### src/rtl/core/cds_pkg.sv
// Shared types, codes and calendar helpers for the calendar date stepper.
// Used by cds_ctrl, cds_datapath and calendar_date_stepper_core.
package cds_pkg;

   // Fixed field widths.
   localparam int DAY_W   = 5;
   localparam int MONTH_W = 4;
   localparam int CNT_W   = 16;
   localparam int MOD_W   = 9;   // holds a year modulo 400

   // Year reduction: the year without its four low bits (at most 28 bits) is
   // divided by 25 with a reciprocal multiplication. Only the low bits of the
   // quotient are kept, since the remainder is below 32.
   localparam int                 Z_W         = 28;
   localparam int                 RECIP_W     = 29;
   localparam int                 RECIP_SHIFT = 33;
   localparam int                 QLO_W       = 5;
   localparam logic [RECIP_W-1:0] RECIP_25    = 29'd343597384;  // ceil(2^33 / 25)

   localparam logic [MOD_W:0]     YEAR_CYCLE  = 10'd400;
   localparam logic [MOD_W-1:0]   CYCLE_LAST  = 9'd399;
   localparam logic [MOD_W-1:0]   CENTURY_1   = 9'd100;
   localparam logic [MOD_W-1:0]   CENTURY_2   = 9'd200;
   localparam logic [MOD_W-1:0]   CENTURY_3   = 9'd300;
   localparam logic [MONTH_W-1:0] MONTH_FIRST = 4'd1;
   localparam logic [MONTH_W-1:0] MONTH_FEB   = 4'd2;
   localparam logic [MONTH_W-1:0] MONTH_LAST  = 4'd12;
   localparam logic [DAY_W-1:0]   DAY_FIRST   = 5'd1;
   localparam logic [DAY_W-1:0]   DAY_DEC_END = 5'd31;

   typedef enum logic [2:0] {
      CMD_SET  = 3'd0,
      CMD_NEXT = 3'd1,
      CMD_PREV = 3'd2,
      CMD_ADD  = 3'd3,
      CMD_SUB  = 3'd4
   } cmd_type;

   typedef enum logic [2:0] {
      ST_IDLE,
      ST_REDUCE,
      ST_CHECK,
      ST_STEP,
      ST_DONE
   } ctrl_state_type;

   // Controller to datapath.
   typedef struct packed {
      logic capture;   // take a new request word
      logic reduce;    // one step of the year modulo 400 reduction
      logic apply;     // validate and apply a set
      logic step;      // one day step
   } dp_cmd_type;

   // Datapath to controller.
   typedef struct packed {
      logic reduce_last;  // this is the last cycle of the year reduction
      logic count_zero;   // no day steps remain
      logic blocked;      // the next day step would cross a date limit
   } dp_status_type;

   // Days in a month; zero for a month code outside 1..12.
   function automatic logic [DAY_W-1:0] month_length(input logic [MONTH_W-1:0] month,
                                                      input logic leap);
      logic [DAY_W-1:0] len;
      case (month)
         4'd1, 4'd3, 4'd5, 4'd7, 4'd8, 4'd10, 4'd12: len = 5'd31;
         4'd4, 4'd6, 4'd9, 4'd11:                    len = 5'd30;
         MONTH_FEB:                                  len = leap ? 5'd29 : 5'd28;
         default:                                    len = 5'd0;
      endcase
      return len;
   endfunction

   // Leap year from the year modulo 400 and the year's two low bits.
   function automatic logic leap_year(input logic [MOD_W-1:0] ymod,
                                      input logic [1:0] low_bits);
      return (ymod == '0) ||
             ((low_bits == 2'b00) && (ymod != CENTURY_1) &&
              (ymod != CENTURY_2) && (ymod != CENTURY_3));
   endfunction

endpackage

### src/rtl/core/cds_ctrl.sv
// Controller state machine for the calendar date stepper.
// Depends on cds_pkg; drives cds_datapath through command and status structs.
module cds_ctrl (
   input  logic                   clock,
   input  logic                   reset,
   input  logic                   req_valid,
   input  cds_pkg::cmd_type       req_cmd,
   input  logic                   out_free,
   input  cds_pkg::dp_status_type status,
   output cds_pkg::dp_cmd_type    dp_cmd,
   output logic                   idle,
   output logic                   out_load
);

   cds_pkg::ctrl_state_type state_ff, state_in;

   always_ff @(posedge clock) begin
      if (reset) begin
         state_ff <= cds_pkg::ST_IDLE;
      end else begin
         state_ff <= state_in;
      end
   end

   always_comb begin
      state_in = state_ff;
      dp_cmd   = '0;
      idle     = 1'b0;
      out_load = 1'b0;
      case (state_ff)
         cds_pkg::ST_IDLE: begin
            idle = 1'b1;
            if (req_valid) begin
               dp_cmd.capture = 1'b1;
               case (req_cmd)
                  cds_pkg::CMD_SET: state_in = cds_pkg::ST_REDUCE;
                  cds_pkg::CMD_NEXT,
                  cds_pkg::CMD_PREV,
                  cds_pkg::CMD_ADD,
                  cds_pkg::CMD_SUB: state_in = cds_pkg::ST_STEP;
                  default:          state_in = cds_pkg::ST_DONE;
               endcase
            end
         end
         cds_pkg::ST_REDUCE: begin
            dp_cmd.reduce = 1'b1;
            if (status.reduce_last) begin
               state_in = cds_pkg::ST_CHECK;
            end
         end
         cds_pkg::ST_CHECK: begin
            dp_cmd.apply = 1'b1;
            state_in     = cds_pkg::ST_DONE;
         end
         cds_pkg::ST_STEP: begin
            if (status.count_zero) begin
               state_in = cds_pkg::ST_DONE;
            end else begin
               dp_cmd.step = 1'b1;
               if (status.blocked) begin
                  state_in = cds_pkg::ST_DONE;
               end
            end
         end
         cds_pkg::ST_DONE: begin
            if (out_free) begin
               out_load = 1'b1;
               state_in = cds_pkg::ST_IDLE;
            end
         end
         default: begin
            state_in = cds_pkg::ST_IDLE;
         end
      endcase
   end

endmodule

### src/rtl/core/cds_datapath.sv
// Datapath of the calendar date stepper: date registers, year modulo 400
// tracking, reciprocal year reduction for set and the day step logic. Uses cds_pkg.
module cds_datapath #(
   parameter int YEAR_BITS = 16
) (
   input  logic                           clock,
   input  logic                           reset,
   input  cds_pkg::dp_cmd_type            dp_cmd,
   input  cds_pkg::cmd_type               req_cmd,
   input  logic [cds_pkg::DAY_W-1:0]      req_set_day,
   input  logic [cds_pkg::MONTH_W-1:0]    req_set_month,
   input  logic [YEAR_BITS-1:0]           req_set_year,
   input  logic [cds_pkg::CNT_W-1:0]      req_day_count,
   output cds_pkg::dp_status_type         status,
   output logic [cds_pkg::DAY_W-1:0]      cur_day,
   output logic [cds_pkg::MONTH_W-1:0]    cur_month,
   output logic [YEAR_BITS-1:0]           cur_year,
   output logic                           cur_accepted,
   output logic                           cur_held
);

   localparam logic [YEAR_BITS-1:0] YEAR_MAX = '1;
   localparam logic [YEAR_BITS-1:0] YEAR_ONE = YEAR_BITS'(1);
   localparam int PROD_W = cds_pkg::Z_W + cds_pkg::RECIP_W;

   // Request word.
   cds_pkg::cmd_type                cmd_ff;
   logic [cds_pkg::DAY_W-1:0]       sd_ff;
   logic [cds_pkg::MONTH_W-1:0]     sm_ff;
   logic [YEAR_BITS-1:0]            sy_ff;
   logic [cds_pkg::CNT_W-1:0]       cnt_ff, cnt_in;
   logic                            phase_ff, phase_in;
   logic [cds_pkg::QLO_W-1:0]       quot_ff, quot_in;
   logic [cds_pkg::MOD_W-1:0]       rem_ff, rem_in;

   // Date state.
   logic [cds_pkg::DAY_W-1:0]       day_ff, day_in;
   logic [cds_pkg::MONTH_W-1:0]     month_ff, month_in;
   logic [YEAR_BITS-1:0]            year_ff, year_in;
   logic [cds_pkg::MOD_W-1:0]       ymod_ff, ymod_in;
   logic                            accepted_ff, accepted_in;
   logic                            held_ff, held_in;

   logic [cds_pkg::Z_W-1:0]         sy_hi;
   logic [PROD_W-1:0]               prod;
   logic [cds_pkg::QLO_W-1:0]       quot_x25;
   logic [cds_pkg::QLO_W-1:0]       rem25;
   logic                            set_leap;
   logic [cds_pkg::DAY_W-1:0]       set_last;
   logic                            set_ok;
   logic                            cur_leap;
   logic [cds_pkg::DAY_W-1:0]       cur_last;
   logic [cds_pkg::DAY_W-1:0]       prev_last;
   logic                            forward;
   logic                            blocked;

   assign forward  = (cmd_ff == cds_pkg::CMD_NEXT) || (cmd_ff == cds_pkg::CMD_ADD);
   assign cur_leap = cds_pkg::leap_year(ymod_ff, year_ff[1:0]);
   assign cur_last = cds_pkg::month_length(month_ff, cur_leap);
   assign prev_last = cds_pkg::month_length(month_ff - 4'd1, cur_leap);
   assign blocked  = forward ?
      ((day_ff >= cur_last) && (month_ff == cds_pkg::MONTH_LAST) && (year_ff == YEAR_MAX)) :
      ((day_ff <= cds_pkg::DAY_FIRST) && (month_ff == cds_pkg::MONTH_FIRST) &&
       (year_ff <= YEAR_ONE));

   // Year modulo 400 is 16 * ((year / 16) mod 25) + year mod 16. The first
   // reduce cycle registers the low quotient bits of (year / 16) / 25; the
   // second forms the remainder by 25, which fits in five bits, so five-bit
   // arithmetic is exact.
   assign sy_hi    = cds_pkg::Z_W'(sy_ff >> 4);
   assign prod     = PROD_W'(sy_hi) * PROD_W'(cds_pkg::RECIP_25);
   assign quot_x25 = {quot_ff[0], 4'b0} + {quot_ff[1:0], 3'b0} + quot_ff;
   assign rem25    = sy_hi[4:0] - quot_x25;

   assign set_leap = cds_pkg::leap_year(rem_ff, sy_ff[1:0]);
   assign set_last = cds_pkg::month_length(sm_ff, set_leap);
   assign set_ok   = (set_last != '0) && (sy_ff != '0) && (sd_ff != '0) &&
                     (sd_ff <= set_last);

   always_comb begin
      cnt_in      = cnt_ff;
      phase_in    = phase_ff;
      quot_in     = quot_ff;
      rem_in      = rem_ff;
      day_in      = day_ff;
      month_in    = month_ff;
      year_in     = year_ff;
      ymod_in     = ymod_ff;
      accepted_in = accepted_ff;
      held_in     = held_ff;

      if (dp_cmd.capture) begin
         phase_in = 1'b0;
         held_in  = 1'b0;
         case (req_cmd)
            cds_pkg::CMD_NEXT,
            cds_pkg::CMD_PREV: begin
               cnt_in      = cds_pkg::CNT_W'(1);
               accepted_in = 1'b1;
            end
            cds_pkg::CMD_ADD,
            cds_pkg::CMD_SUB: begin
               cnt_in      = req_day_count;
               accepted_in = 1'b1;
            end
            default: begin
               cnt_in      = '0;
               accepted_in = 1'b0;
            end
         endcase
      end

      if (dp_cmd.reduce) begin
         phase_in = 1'b1;
         if (phase_ff) begin
            rem_in = {rem25, sy_ff[3:0]};
         end else begin
            quot_in = prod[cds_pkg::RECIP_SHIFT +: cds_pkg::QLO_W];
         end
      end

      if (dp_cmd.apply) begin
         accepted_in = set_ok;
         if (set_ok) begin
            day_in   = sd_ff;
            month_in = sm_ff;
            year_in  = sy_ff;
            ymod_in  = rem_ff;
         end
      end

      if (dp_cmd.step) begin
         cnt_in = cnt_ff - cds_pkg::CNT_W'(1);
         if (blocked) begin
            held_in = 1'b1;
         end else if (forward) begin
            if (day_ff < cur_last) begin
               day_in = day_ff + 5'd1;
            end else if (month_ff != cds_pkg::MONTH_LAST) begin
               day_in   = cds_pkg::DAY_FIRST;
               month_in = month_ff + 4'd1;
            end else begin
               day_in   = cds_pkg::DAY_FIRST;
               month_in = cds_pkg::MONTH_FIRST;
               year_in  = year_ff + YEAR_ONE;
               ymod_in  = (ymod_ff == cds_pkg::CYCLE_LAST) ? '0 : ymod_ff + 9'd1;
            end
         end else begin
            if (day_ff > cds_pkg::DAY_FIRST) begin
               day_in = day_ff - 5'd1;
            end else if (month_ff != cds_pkg::MONTH_FIRST) begin
               month_in = month_ff - 4'd1;
               day_in   = prev_last;
            end else begin
               day_in   = cds_pkg::DAY_DEC_END;
               month_in = cds_pkg::MONTH_LAST;
               year_in  = year_ff - YEAR_ONE;
               ymod_in  = (ymod_ff == '0) ? cds_pkg::CYCLE_LAST : ymod_ff - 9'd1;
            end
         end
      end
   end

   // Request payload, no reset needed.
   always_ff @(posedge clock) begin
      if (dp_cmd.capture) begin
         cmd_ff <= req_cmd;
         sd_ff  <= req_set_day;
         sm_ff  <= req_set_month;
         sy_ff  <= req_set_year;
      end
      cnt_ff   <= cnt_in;
      phase_ff <= phase_in;
      quot_ff  <= quot_in;
      rem_ff   <= rem_in;
   end

   always_ff @(posedge clock) begin
      if (reset) begin
         day_ff      <= cds_pkg::DAY_FIRST;
         month_ff    <= cds_pkg::MONTH_FIRST;
         year_ff     <= YEAR_ONE;
         ymod_ff     <= 9'd1;
         accepted_ff <= 1'b0;
         held_ff     <= 1'b0;
      end else begin
         day_ff      <= day_in;
         month_ff    <= month_in;
         year_ff     <= year_in;
         ymod_ff     <= ymod_in;
         accepted_ff <= accepted_in;
         held_ff     <= held_in;
      end
   end

   assign status.reduce_last = phase_ff;
   assign status.count_zero  = (cnt_ff == '0);
   assign status.blocked     = blocked;

   assign cur_day      = day_ff;
   assign cur_month    = month_ff;
   assign cur_year     = year_ff;
   assign cur_accepted = accepted_ff;
   assign cur_held     = held_ff;

   a_ymod_range: assert property (@(posedge clock) disable iff (reset)
      ymod_ff < cds_pkg::YEAR_CYCLE[cds_pkg::MOD_W-1:0])
      else $error("year modulo 400 out of range");

   a_date_sane: assert property (@(posedge clock) disable iff (reset)
      (year_ff != '0) && (day_ff != '0) && (month_ff != '0) &&
      (month_ff <= cds_pkg::MONTH_LAST))
      else $error("current date holds an impossible value");

   a_step_counted: assert property (@(posedge clock) disable iff (reset)
      dp_cmd.step |-> (cnt_ff != '0))
      else $error("day step taken with no steps remaining");

endmodule

### src/rtl/core/calendar_date_stepper_core.sv
// Calendar date stepper top level; depends on cds_pkg, cds_ctrl and cds_datapath.
// A set runs the reduce, check and done states; the stepping commands run step and
// done, one day step per cycle until the count runs out or a date limit stops it;
// a spare command code goes straight to done. One word in flight: a new request is
// taken the cycle after the result is loaded; a stalled response holds it back.
// Reset (synchronous, active high) sets the date to 1 January of year 1.
module calendar_date_stepper_core #(
   parameter int YEAR_BITS = 16
) (
   input  logic                          clock,
   input  logic                          reset,

   // Request channel.
   input  logic                          req_valid,
   output logic                          req_stall,
   input  logic [2:0]                    req_cmd,
   input  logic [cds_pkg::DAY_W-1:0]     req_set_day,
   input  logic [cds_pkg::MONTH_W-1:0]   req_set_month,
   input  logic [YEAR_BITS-1:0]          req_set_year,
   input  logic [cds_pkg::CNT_W-1:0]     req_day_count,

   // Response channel.
   output logic                          rsp_valid,
   input  logic                          rsp_stall,
   output logic [cds_pkg::DAY_W-1:0]     rsp_out_day,
   output logic [cds_pkg::MONTH_W-1:0]   rsp_out_month,
   output logic [YEAR_BITS-1:0]          rsp_out_year,
   output logic                          rsp_accepted,
   output logic                          rsp_held
);

   // A request word is taken only while the controller is idle. Each word
   // walks through the controller: a set first reduces the year modulo 400
   // with a reciprocal multiplication so the leap rule can be checked, then
   // validates; day steps run one per cycle out of a down counter. The finished
   // date lands in the response register, which can hold a result while the
   // next request is already being worked on.

   cds_pkg::dp_cmd_type          dp_cmd;
   cds_pkg::dp_status_type       dp_status;
   cds_pkg::cmd_type             cmd_code;
   logic                         idle;
   logic                         out_load;
   logic                         out_free;

   logic [cds_pkg::DAY_W-1:0]    cur_day;
   logic [cds_pkg::MONTH_W-1:0]  cur_month;
   logic [YEAR_BITS-1:0]         cur_year;
   logic                         cur_accepted;
   logic                         cur_held;

   logic                         rsp_valid_ff, rsp_valid_in;
   logic [cds_pkg::DAY_W-1:0]    day_ff;
   logic [cds_pkg::MONTH_W-1:0]  month_ff;
   logic [YEAR_BITS-1:0]         year_ff;
   logic                         accepted_ff;
   logic                         held_ff;

   assign cmd_code  = cds_pkg::cmd_type'(req_cmd);
   assign req_stall = !idle;

   // The response register can take a new result when it is empty or when
   // its current word leaves in this cycle.
   assign out_free = !rsp_valid_ff || !rsp_stall;

   cds_ctrl u_ctrl (
      .clock     (clock),
      .reset     (reset),
      .req_valid (req_valid),
      .req_cmd   (cmd_code),
      .out_free  (out_free),
      .status    (dp_status),
      .dp_cmd    (dp_cmd),
      .idle      (idle),
      .out_load  (out_load)
   );

   cds_datapath #(
      .YEAR_BITS (YEAR_BITS)
   ) u_datapath (
      .clock         (clock),
      .reset         (reset),
      .dp_cmd        (dp_cmd),
      .req_cmd       (cmd_code),
      .req_set_day   (req_set_day),
      .req_set_month (req_set_month),
      .req_set_year  (req_set_year),
      .req_day_count (req_day_count),
      .status        (dp_status),
      .cur_day       (cur_day),
      .cur_month     (cur_month),
      .cur_year      (cur_year),
      .cur_accepted  (cur_accepted),
      .cur_held      (cur_held)
   );

   always_comb begin
      rsp_valid_in = rsp_valid_ff;
      if (out_load) begin
         rsp_valid_in = 1'b1;
      end else if (rsp_valid_ff && !rsp_stall) begin
         rsp_valid_in = 1'b0;
      end
   end

   always_ff @(posedge clock) begin
      if (reset) begin
         rsp_valid_ff <= 1'b0;
      end else begin
         rsp_valid_ff <= rsp_valid_in;
      end
   end

   // Response payload needs no reset; it is qualified by the valid flag.
   always_ff @(posedge clock) begin
      if (out_load) begin
         day_ff      <= cur_day;
         month_ff    <= cur_month;
         year_ff     <= cur_year;
         accepted_ff <= cur_accepted;
         held_ff     <= cur_held;
      end
   end

   assign rsp_valid     = rsp_valid_ff;
   assign rsp_out_day   = day_ff;
   assign rsp_out_month = month_ff;
   assign rsp_out_year  = year_ff;
   assign rsp_accepted  = accepted_ff;
   assign rsp_held      = held_ff;

   // A limit hold only happens on a stepping command, which is always applied.
   a_held_accepted: assert property (@(posedge clock) disable iff (reset)
      rsp_valid && rsp_held |-> rsp_accepted)
      else $error("response reports a hold on a rejected command");

   // A result is never loaded over one that is still stalled.
   a_no_overwrite: assert property (@(posedge clock) disable iff (reset)
      out_load |-> !(rsp_valid_ff && rsp_stall))
      else $error("response register overwritten while stalled");

   // A loaded result is offered on the next cycle.
   a_load_shows: assert property (@(posedge clock) disable iff (reset)
      out_load |=> rsp_valid)
      else $error("loaded result not presented");

endmodule

### config.mk
export PLATFORM = sky130hd
export DESIGN_NAME = calendar_date_stepper_core
export DESIGN_NICKNAME = d
export VERILOG_FILES = /design/src/rtl/core/cds_pkg.sv /design/src/rtl/core/cds_ctrl.sv /design/src/rtl/core/cds_datapath.sv /design/src/rtl/core/calendar_date_stepper_core.sv
export SDC_FILE = /design/constraint.sdc
export NUM_CORES = 1
export LEC_CHECK = 0
export BUFFER_PORTS_ARGS = -buffer_cell sky130_fd_sc_hd__buf_4
export CAP_MARGIN = 20
export CORE_MARGIN = 5
export CORE_UTILIZATION = 60
export CTS_BUF_LIST = sky130_fd_sc_hd__clkbuf_16
export CTS_CLUSTER_DIAMETER = 100
export DETAILED_ROUTE_END_ITERATION = 7
export GPL_TIMING_DRIVEN = 0
export PLACE_DENSITY = 0.77
export SYNTH_ARGS = -nofsm -noshare
export SYNTH_HDL_FRONTEND = slang
export SYNTH_SLANG_ARGS = --single-unit
export TNS_END_PERCENT = 50
### constraint.sdc
create_clock -name clock -period 6.94 [get_ports clock]
set_clock_uncertainty 0.05 [all_clocks]
set_input_delay 0.694 -clock clock [delete_from_list [all_inputs] [get_ports clock]]
set_output_delay 0.694 -clock clock [all_outputs]
set_load 0.02 [all_outputs]
==> summary.md <==
| Metric | Value |
|---|---|
| Status | `finished clean` |
| Share of cells above drive strength 1 | `0.107` |
| Post-layout nets | `1582` |
| Avg Cell Area, Syn | `9.48 µm²` |
| Seq/Total Area, Yosys | `0.289` |
| Insertion delay to the later sink of the worst-skew pair | `0.43 ns` |
| Grt total ovfl | `0` |
| Maximum net fanout on the critical path | `9` |
| Crit path launch type | `flop` |
| Crit path launch | `u_datapath.sy_ff[13]` |
| Crit. End Element | `flop` |
| Worst setup path endpoint | `u_datapath.quot_ff[2]` |
| Worst r2r src | `u_datapath.sy_ff[13]` |
| Reg2reg path depth | `16` |
| Routed len/inst | `19.6 µm` |
| GR peak layer | `met2` |
| Core area | `18800 µm²` |
| Final period utilization | `0.831` |
| Slew HR | `0.465` |
| Synth Area in Adders | `0.287` |
| I/O Buffers | `75` |
| M2 GR Usage | `0.481` |
| Met1 Usage GRT | `0.372` |
| Final hold viol count | `0` |
| Setup Buffers After CTS | `0` |
| Antenna Nets Post-Route | `0` |
| Clock transition at path regs | `0.06 ns` |
| Predominant post-synthesis flop cell | `edfxtp_1` |
| Post-synthesis cell area | `11600 µm²` |
| Setup violators final | `0` |
| First-pass GRT wire length | `50.4 mm` |
| Site Rows | `50` |
| Largest family of logic cells by synthesized area | `adder cells` |
| Finished Cell Area | `13100 µm²` |
| Root Buffer | `clkbuf_16` |
| Worst r2r dst | `u_datapath.quot_ff[2]` |
| Mapped Cells | `1219` |
| VDD IR max | `0.00105 V` |
| Setup TNS Final | `0 ns` |
| Crit Path Class | `flop to flop` |
| Die height | `149 µm` |
| Slew @ Worst Pin | `0.803 ns` |
| DRC | `0` |
| CP Data Required Time | `7.07 ns` |
| Commonest non-fill, non-tap cell in the layout | `inv_1` |
| Cts bufs inserted | `17` |
| Htree depth | `4` |
| Slew Limit Fails | `0` |
| Tot GR Track Use | `0.292` |
| CTS tree | `built` |
| # diodes | `0` |
| Max Clk Rate | `173 MHz` |
| Power Density | `517 nW/µm²` |
| Ys async rst share | `0` |
| DPL Wire Length | `24.0 mm` |
| First drt pass iteration count | `8` |
| Post-synthesis register bit count | `125` |
| Number of global-route vias before repair | `9816` |
| RSZ-0062 raised after global routing | `false` |
| Post-synthesis simple-gate area fraction | `0.141` |
| Static leakage | `5.67 nW` |
| Area delta synth->final | `13.4%` |
| Clock Tree Buf Depth | `2` |
| XOR/XNOR Fraction of Synth Area | `0.0387` |
| Post-CTS sizing | `0` |
| Max cap viols | `0` |
| Routed WL | `31.2 mm` |
| Area of placed instances | `12500 µm²` |
| Vias per cell | `6.11` |
| Yosys warns | `0` |
| Vias | `9709` |
| Initial Util | `0.613` |
| I/O pins | `77` |
| Syn Nets | `1485` |
| Die width | `149 µm` |
| Synth top area cells | `edfxtp_1 22%, ha_1 15%, fa_1 14%` |
| Final min period | `5.76 ns` |
| Worst hold path class | `flop to flop` |
| Die footprint | `22100 µm²` |
| Filler cells | `1450` |
| Multiplexer share of the synthesized area | `0.0106` |
| Sink Count | `125` |
| Gp weighted congestion | `0.978` |
| Initial antenna violation count | `0` |
| Crit path DAT | `5.89 ns` |
| FF-to-FF setup slack | `1.18 ns` |
| Number of unique standard cell types used by synthesis | `76` |
| Grt met3 use | `0.0571` |
| Commonest cells after routing, fill and taps aside | `183 x inv_1, 139 x ha_1, 84 x edfxtp_1, 81 x nand2_1, 79 x fa_1` |
| Post-synth EDFFs | `84` |
| Total Power | `6.78 mW` |
| Largest net degree at the start of global routing | `28` |
| Post-synth top area share | `0.218` |
| Synth Area in Compound Gates | `0.155` |
| Yosys top cell by area | `edfxtp_1` |
| # hold bufs at CTS | `0` |
| DRT iter0 DRCs | `936` |
-- cell type report --
class | count | area [µm²] | share of cell area
buffer | 50 | 218 | 0.0166
clock inverter | 15 | 171 | 0.0131
timing repair buffer | 78 | 618 | 0.0472
multi-input combinational | 861 | 7310 | 0.558
inverter | 183 | 687 | 0.0524
tap | 260 | 325 | 0.0248
clock buffer | 17 | 425 | 0.0325
sequential | 125 | 3340 | 0.255
-- synthesized netlist by cell type, types with 8 or more instances --
library cell and instances:
mux2i_1 10, ha_1 139, nand3_1 37, nand4_1 14
nand2b_1 10, inv_1 183, o21ai_0 63, xor2_1 13
or4_1 9, nor2b_1 8, edfxtp_1 84, nor4_1 11
nor2_1 75, or3_1 8, o211ai_1 9, clkbuf_1 37
a31oi_1 15, xnor2_1 38, a21oi_1 45, nor3_1 30
buf_2 9, nand2_1 81, and3_1 11, a221oi_1 19
dfxtp_1 41, fa_1 79
-- flip-flops by register name, indices dropped and copies added (netlist names), 5 cells and up --
register / count
rsp_out_day: 5
rsp_out_year: 16
u_datapath.cnt_ff: 16
u_datapath.cur_day: 5
u_datapath.cur_year: 16
u_datapath.quot_ff: 5
u_datapath.rem_ff: 9
u_datapath.sd_ff: 5
u_datapath.sy_ff: 16
u_datapath.ymod_ff: 9
-- power breakdown --
part | switching (mW) | internal (mW)
registers | 0.161 | 1.02
logic | 2.72 | 1.96
clock network | 0.379 | 0.540
-- through the flow --
stage / util / hold slack, ns / instances / setup WS (ns)
floorplan: - / 0.356 / 1219 / 1.75
detailed placement: 0.664 / 0.371 / 1557 / 1.19
finish: 0.696 / 0.377 / 1589 / 1.18
CTS: 0.696 / 0.373 / 1589 / 1.18
global placement: 0.661 / 0.362 / 1554 / 1.24
global route: 0.696 / 0.372 / 1589 / 0.884
-- cells by family after synthesis --
group                    count (synthesis)
XOR/XNOR                                51
flip-flops                             125
buffers and inverters                  233
adder cells (fa/ha/maj)                218
AND/OR/NAND/NOR                        324
AO/OA/AOI/OAI                          256
multiplexers                            12
-- worst max-delay path, stage by stage, from the launching register on --
cell and delay (ns):
edfxtp_1 0.60, fa_1 0.70, inv_1 0.09, fa_1 0.53
inv_1 0.05, fa_1 0.52, fa_1 0.58, inv_1 0.07
fa_1 0.53, inv_1 0.05, ha_1 0.29, nand4_1 0.09
or4_1 0.51, nor4_1 0.40, nor3_1 0.12, nor3_1 0.23
xor2_1 0.09
-- worst min-delay path by stage --
stage	startpoint	to	slack (ns)	depth (start not counted)
2_1_floorplan	u_datapath.cur_year[14]	rsp_out_year[14]	0.36	0
3_3_place_gp	u_datapath.cur_year[5]	rsp_out_year[5]	0.36	0
3_5_place_dp	u_datapath.cur_year[5]	rsp_out_year[5]	0.37	0
4_1_cts	req_set_year[4]	u_datapath.sy_ff[4]	0.37	1
5_1_grt	req_set_month[0]	u_datapath.sm_ff[0]	0.37	1
6_report	u_datapath.cur_year[5]	rsp_out_year[5]	0.38	0
-- layer usage --
layer / vias up / wire length (µm)
met5: - / 0
met4: 0 / 1600
met3: 118 / 2270
met2: 430 / 14600
met1: 4625 / 12700
li1: 4536 / -
No activity file was read; power rests on OpenSTA's default activity.
